[src/rtl/core/cfp_pkg.sv]
// Shared types, codes and helpers for the command frame parser.
`default_nettype none

package cfp_pkg;

  // Framing bytes
  localparam logic [7:0] HEAD_BYTE   = 8'hAA;
  localparam logic [7:0] TAIL_BYTE   = 8'hFF;
  localparam logic [7:0] TYPE_TASK   = 8'h10;
  localparam logic [7:0] TYPE_TARGET = 8'h11;
  localparam logic [7:0] TYPE_RECOG  = 8'h12;
  localparam logic [7:0] TYPE_POS    = 8'h13;

  // Internal frame type codes
  localparam logic [2:0] FT_NONE   = 3'd0;
  localparam logic [2:0] FT_TASK   = 3'd1;
  localparam logic [2:0] FT_TARGET = 3'd2;
  localparam logic [2:0] FT_RECOG  = 3'd3;
  localparam logic [2:0] FT_POS    = 3'd4;

  // Byte positions inside a frame
  localparam logic [2:0] POS_HEAD    = 3'd0;
  localparam logic [2:0] POS_TYPE    = 3'd1;
  localparam logic [2:0] POS_PAYLOAD = 3'd2;

  localparam int unsigned PAYLOAD_DEPTH = 5;
  localparam logic [15:0] Y_OFFSET_RESET = 16'd30;

  // Output word width: 58 bits of fields padded to 64
  localparam int unsigned OUT_DATA_W = 64;

  // One decoded frame
  typedef struct packed {
    logic [1:0]         frame_kind;
    logic [7:0]         first_value;
    logic [7:0]         target_first;
    logic [7:0]         target_second;
    logic signed [15:0] pos_x;
    logic signed [15:0] pos_y;
  } res_t;

  // Position of the tail byte for a frame type; zero when there is no frame
  function automatic logic [2:0] tail_pos(input logic [2:0] ft);
    logic [2:0] tp;
    unique case (ft)
      FT_TASK:   tp = 3'd3;
      FT_TARGET: tp = 3'd5;
      FT_RECOG:  tp = 3'd3;
      FT_POS:    tp = 3'd7;
      default:   tp = 3'd0;
    endcase
    return tp;
  endfunction

endpackage

`default_nettype wire

[src/rtl/core/cfp_parser.sv]
// Frame parser: position counter, frame type, payload bytes and result decode.
`default_nettype none

module cfp_parser (
  input  wire logic             clk,
  input  wire logic             rst,
  input  wire logic             in_take,
  input  wire logic [7:0]       in_byte,
  input  wire logic [15:0]      y_offset,
  output logic                  res_valid,
  output cfp_pkg::res_t         res
);

  logic [2:0] byte_position, byte_position_next;
  logic [2:0] frame_type, frame_type_next;
  logic [7:0] payload_store [cfp_pkg::PAYLOAD_DEPTH];
  logic [2:0] tail;
  logic       pay_we;
  logic [2:0] pay_idx;
  logic [15:0] y_raw;

  assign tail    = cfp_pkg::tail_pos(frame_type);
  assign pay_idx = byte_position - cfp_pkg::POS_PAYLOAD;
  assign y_raw   = {payload_store[3], payload_store[4]};

  // Next state and result decode for the current word
  always_comb begin
    byte_position_next = byte_position;
    frame_type_next    = frame_type;
    pay_we             = 1'b0;
    res_valid          = 1'b0;
    res                = '0;
    if (in_take) begin
      if (byte_position == cfp_pkg::POS_HEAD) begin
        if (in_byte == cfp_pkg::HEAD_BYTE) byte_position_next = cfp_pkg::POS_TYPE;
      end else if (byte_position == cfp_pkg::POS_TYPE) begin
        // unknown type bytes keep us waiting at the type position
        if (in_byte >= cfp_pkg::TYPE_TASK && in_byte <= cfp_pkg::TYPE_POS) begin
          frame_type_next    = 3'(in_byte - cfp_pkg::TYPE_TASK) + cfp_pkg::FT_TASK;
          byte_position_next = cfp_pkg::POS_PAYLOAD;
        end
      end else if (tail == 3'd0 || byte_position > tail) begin
        byte_position_next = cfp_pkg::POS_HEAD;
        frame_type_next    = cfp_pkg::FT_NONE;
      end else if (byte_position < tail) begin
        pay_we             = 1'b1;
        byte_position_next = byte_position + 3'd1;
      end else begin
        // tail position: emit on a good tail, restart either way
        byte_position_next = cfp_pkg::POS_HEAD;
        frame_type_next    = cfp_pkg::FT_NONE;
        if (in_byte == cfp_pkg::TAIL_BYTE) begin
          res_valid       = 1'b1;
          res.frame_kind  = 2'(frame_type - cfp_pkg::FT_TASK);
          res.first_value = payload_store[0];
          if (frame_type == cfp_pkg::FT_TARGET) begin
            res.target_first  = payload_store[1];
            res.target_second = payload_store[2];
          end else if (frame_type == cfp_pkg::FT_POS) begin
            res.pos_x = {payload_store[1], payload_store[2]};
            res.pos_y = y_raw - y_offset;
          end
        end
      end
    end
  end

  // Control state
  always_ff @(posedge clk) begin
    if (rst) begin
      byte_position <= cfp_pkg::POS_HEAD;
      frame_type    <= cfp_pkg::FT_NONE;
    end else begin
      byte_position <= byte_position_next;
      frame_type    <= frame_type_next;
    end
  end

  // Payload bytes, no reset
  always_ff @(posedge clk) begin
    if (pay_we) payload_store[pay_idx] <= in_byte;
  end

endmodule

`default_nettype wire

[src/rtl/core/cfp_out_stage.sv]
// Result register with a skid slot so input flow continues under output stall.
`default_nettype none

module cfp_out_stage (
  input  wire logic          clk,
  input  wire logic          rst,
  input  wire logic          push,
  input  wire cfp_pkg::res_t push_data,
  output logic               can_push,
  output logic               out_valid,
  input  wire logic          out_ready,
  output cfp_pkg::res_t      out_data
);

  logic          skid_valid;
  cfp_pkg::res_t skid_data;
  logic          out_free;

  // The output register frees up when empty or taken this cycle
  assign out_free = !out_valid || out_ready;
  assign can_push = !skid_valid;

  // Valid flags
  always_ff @(posedge clk) begin
    if (rst) begin
      out_valid  <= 1'b0;
      skid_valid <= 1'b0;
    end else begin
      if (out_free) begin
        out_valid  <= skid_valid || push;
        skid_valid <= 1'b0;
      end else if (push) begin
        skid_valid <= 1'b1;
      end
    end
  end

  // Data path
  always_ff @(posedge clk) begin
    if (out_free) begin
      if (skid_valid) out_data <= skid_data;
      else if (push) out_data <= push_data;
    end
    if (push && (skid_valid || !out_free)) skid_data <= push_data;
  end

endmodule

`default_nettype wire

[src/rtl/core/command_frame_parser_unit.sv]
// Top level of the command frame parser: ports, offset register, parser and output stage.
//
//  channel  | direction | payload
//  ---------+-----------+-------------------------------------------------------
//  s_*      | in        | received byte, one per word
//  m_*      | out       | decoded frame: kind, first value, target bytes, X, Y
//  cfg_*    | in        | y_offset, 16-bit signed, reset value 30
//
// One byte is taken per cycle while s_tready is high; a frame's result, decoded on its
// tail byte, is registered in the output register, or in a one-word skid slot that
// lets input keep flowing while the output is stalled; s_tready drops only when both hold data.
// Synchronous reset returns the parser to hunting for the header byte.
`default_nettype none

module command_frame_parser_unit (
  input  wire logic        clk,
  input  wire logic        rst,
  input  wire logic        s_tvalid,
  output logic             s_tready,
  input  wire logic [7:0]  s_tdata,   // [7:0] rx_byte
  output logic             m_tvalid,
  input  wire logic        m_tready,
  output logic [cfp_pkg::OUT_DATA_W-1:0] m_tdata,
                                      // [1:0] frame_kind, [9:2] first_value,
                                      // [17:10] target_first, [25:18] target_second,
                                      // [41:26] pos_x, [57:42] pos_y, [63:58] zero
  input  wire logic        cfg_valid,
  output logic             cfg_ready,
  input  wire logic [15:0] cfg_data   // y_offset
);

  logic          in_take;
  logic          res_valid;
  cfp_pkg::res_t res;
  cfp_pkg::res_t out_res;
  logic [15:0]   y_offset;

  assign in_take   = s_tvalid && s_tready;
  assign cfg_ready = 1'b1;

  // Y offset register
  always_ff @(posedge clk) begin
    if (rst) y_offset <= cfp_pkg::Y_OFFSET_RESET;
    else if (cfg_valid) y_offset <= cfg_data;
  end

  cfp_parser u_parser (
    .clk       (clk),
    .rst       (rst),
    .in_take   (in_take),
    .in_byte   (s_tdata),
    .y_offset  (y_offset),
    .res_valid (res_valid),
    .res       (res)
  );

  cfp_out_stage u_out (
    .clk       (clk),
    .rst       (rst),
    .push      (res_valid),
    .push_data (res),
    .can_push  (s_tready),
    .out_valid (m_tvalid),
    .out_ready (m_tready),
    .out_data  (out_res)
  );

  // Pack the output word, first field lowest
  assign m_tdata = {6'b0, out_res.pos_y, out_res.pos_x, out_res.target_second,
                    out_res.target_first, out_res.first_value, out_res.frame_kind};

endmodule

`default_nettype wire
[config.mk]
export PLATFORM = sky130hd
export DESIGN_NAME = command_frame_parser_unit
export DESIGN_NICKNAME = d
export VERILOG_FILES = /design/src/rtl/core/cfp_pkg.sv /design/src/rtl/core/cfp_parser.sv /design/src/rtl/core/cfp_out_stage.sv /design/src/rtl/core/command_frame_parser_unit.sv
export SDC_FILE = /design/constraint.sdc
export NUM_CORES = 1
export LEC_CHECK = 0
export ABC_AREA = 1
export BUFFER_PORTS_ARGS = -buffer_cell sky130_fd_sc_hd__buf_2
export CAP_MARGIN = 20
export CORE_MARGIN = 2
export CORE_UTILIZATION = 48
export DETAILED_ROUTE_END_ITERATION = 8
export PLACE_DENSITY = 0.68
export RECOVER_POWER = 25
export SYNTH_ARGS = -nofsm -noshare
export SYNTH_HDL_FRONTEND = slang
export SYNTH_SLANG_ARGS = --single-unit
[constraint.sdc]
create_clock -name clk -period 4.6 [get_ports clk]
set_clock_uncertainty 0.2 [all_clocks]
set_input_delay 0.69 -clock clk [delete_from_list [all_inputs] [get_ports clk]]
set_output_delay 0.69 -clock clk [all_outputs]
set_load 0.01 [all_outputs]
==> results.sh <==
export IMPL_max_stage_delay_ps=550
export IMPL_grt_overflow=0
export IMPL_start_kind="flip-flop"
export IMPL_ios=96
export IMPL_timing_rr_start="u_parser.frame_type[0]"
export IMPL_reg2regPathDepth=13
export IMPL_crit_end="u_parser.payload_store[0][0]"
export IMPL_min_period_ps=3600
export IMPL_synthArstFlopShare_pct=0
export IMPL_r2r_slack_ps=1000
export IMPL_cts_htree_levels=4
export IMPL_ir_drop_uv=266
export IMPL_avgRoutedWirePerCell_um=13.8
export IMPL_multi_input_area_sq_um=2270
export IMPL_clockBufferDepth=2
export IMPL_synth_area_top_cells="edfxtp_1 (59%), nand2_1 (9.9%), dfxtp_1 (6.0%)"
export IMPL_drive_above_1_share_pct=9.98
export IMPL_fin_area_sq_um=9240
export IMPL_slowest_stage="nor2_1"
export IMPL_synthFlopType="edfxtp_1"
export IMPL_detail_route_antenna_nets=0
export IMPL_leakage_nw=3.58
export IMPL_via_count=5319
export IMPL_cts_buffers=17
export IMPL_setup_tns_ps=0
export IMPL_grt_max_degree=59
export IMPL_hold_viol_final=0
export IMPL_slew_headroom_pct=53.3
export IMPL_rsz0062_at_grt="no"
export IMPL_cts_tree="built"
export IMPL_fin_util_pct=56.3
export IMPL_regArea_sq_um=5170
export IMPL_antenna_found_initial=0
export IMPL_via_per_inst=4.78
export IMPL_powerDensity_nw_per_um2=366
export IMPL_cp_required_ps=4470
export IMPL_clk_pin_slew_ps=70
export IMPL_syn_area_per_cell_sq_um=10.2
export IMPL_gp_congestion=0.904
export IMPL_period_share_pct=78.3
export IMPL_diodes=0
export IMPL_die_w_um=133
export IMPL_synth_cells=787
export IMPL_finalPower_mw=3.38
export IMPL_ctsHoldBuffers=0
export IMPL_cp_cell_sequence="inv_1 > ha_1 > nand2_1 > clkinv_1 > nor2_1 > ha_1 > a21oi_1 > nand2_1 > inv_1 > nand3_1 > nor2_1 > nand3_1 > nor2_1"
export IMPL_finalSetupViolCount=0
export IMPL_dpl_hpwl_mm=10.5
export IMPL_cts_setup_buffers=0
export IMPL_status="complete, no violations"
export IMPL_fmax_mhz=278
export IMPL_fp_coreArea_sq_um=16400
export IMPL_drc=0
export IMPL_first_global_vias=4867
export IMPL_maxCapViolCount=0
export IMPL_drv_slew=0
export IMPL_portBuffers=88
export IMPL_synth_edf_count=156
export IMPL_synth_most_common_cell="nand2_1"
export IMPL_instances_no_fill=1112
export IMPL_crit_start="u_parser.frame_type[0]"
export IMPL_n_fill_cell=1443
export IMPL_start_util_pct=48.7
export IMPL_cp_common_cell="nor2_1"
export IMPL_dp_cells=1080
export IMPL_ctsResizeCount=0
export IMPL_place_ws_ps=977
export IMPL_row_count=47
export IMPL_synth_seq_cells=180
export IMPL_crit_type="reg2reg"
export IMPL_crit_fanout=17
export IMPL_die_h_um=133
export IMPL_drt_wl_total_mm=15.4
export IMPL_post_dp_cell_area_sq_um=8680
export IMPL_grt_use_total_pct=18.0
export IMPL_ys_warn_count=0
export IMPL_r2r_end="u_parser.payload_store[0][0]"
export IMPL_synth_top_area_share_pct=58.6
export IMPL_area_growth_pct=15.6
export IMPL_cts_root_buf="clkbuf_16"
export IMPL_grt_pass1_wl_mm=24.6
export IMPL_yosys_area_top_type="edfxtp_1"
export IMPL_hold_ws_ps=265
export IMPL_yosysSeqAreaShare_pct=64.6
export IMPL_drt_iter0_markers=388
export IMPL_cts_sinks=180
export IMPL_die_area_sq_um=17700
export IMPL_hold_path_class="reg2reg"
export IMPL_insertion_delay_ps=430
export IMPL_firstDrtPassIters=5
export IMPL_syn_area_sq_um=7990
export IMPL_cp_end_kind="flip-flop"
export IMPL_nets=936
export IMPL_cp_arrival_ps=3470
export IMPL_setup_ws_ps=997
export IMPL_synthDistinctLibCells=31
export IMPL_tightest_slew_ps=697
export IMPL_synthTopCellsByCount="nand2_1 (210), edfxtp_1 (156), inv_1 (116)"
==> final cells by class <==
| cell class | count | share of cell area (%) |
|---|---|---|
| inverters | 119 | 4.84 |
| clock inverters | 15 | 2.09 |
| clock buffers | 17 | 4.61 |
| repair buffers | 96 | 4.99 |
| well taps | 220 | 2.98 |
| flip-flops and latches | 180 | 55.9 |
| multi-input cells | 465 | 24.6 |
==> flip-flops by register name (all words and copies together) (netlist names) <==
| register | cells |
|---|---|
| u_out.out_valid | 1 |
| u_out.skid_valid | 1 |
| y_offset | 16 |
| u_out.out_data | 58 |
| u_parser.byte_position | 3 |
| u_out.skid_data | 58 |
| u_parser.payload_store | 40 |
| u_parser.frame_type | 3 |
==> power by group <==
part / internal, mW / switching (mW)
Combinational: 0.0440 / 0.0914
Clock: 0.826 / 0.658
Sequential: 1.76 / 0.00383
==> worst max-delay path, delay by kind of cell (launching register included) <==
family                     cells  cell delay, ps
and+or+nand+nor                7            1400
buffers and inverters          3             600
adders and majority gates      2             480
DFF                            1             420
AOI/OAI and AO/OA              1             150
==> per-layer routing <==
metal	wire, um	track usage [%]	vias to the layer above
met3	698	3.26	20
met2	6970	28.3	133
met4	259	7.11	0
li1	-	-	2741
met1	7450	25.0	2425
met5	0	0	-
==> cell families (layout without fill, tap and decap cells) <==
group / count (synthesis) / count (layout) / synth area share, %
and+or+nand+nor: 337 / 337 / 17.3
DFF: 180 / 180 / 64.6
buffers and inverters: 147 / 247 / 7.40
other: 2 / 7 / 0.0940
xor gates and xnor gates: 6 / 6 / 0.658
adders and majority gates: 28 / 28 / 4.48
AOI/OAI and AO/OA: 87 / 87 / 5.48
==> placed cells by master (no fill, tap or decap), types with 3 or more instances in the layout <==
cell type,n
nand2_1,210
edfxtp_1,156
inv_1,116
nor2_1,70
clkbuf_1,52
o21ai_0,44
a21oi_1,36
buf_2,36
nand3_1,29
ha_1,27
dfxtp_1,23
clkbuf_16,17
nand4_1,7
conb_1,7
o21ai_1,6
buf_4,6
inv_8,5
nor2_2,4
and2_1,4
nand2_2,3
xor2_1,3
xnor2_1,3
nor3_1,3
clkinvlp_4,3
==> worst min path at each step <==
stage                             from           end  cells past startpoint
after detailed placement  y_offset[14]  y_offset[14]                      2
after floorplan            y_offset[5]   y_offset[5]                      2
after CTS                 y_offset[14]  y_offset[14]                      2
after global placement    y_offset[14]  y_offset[14]                      2
final                     y_offset[14]  y_offset[14]                      2
after global routing       cfg_data[0]   y_offset[0]                      3
Note: power is estimated with default switching activity, not from simulation.
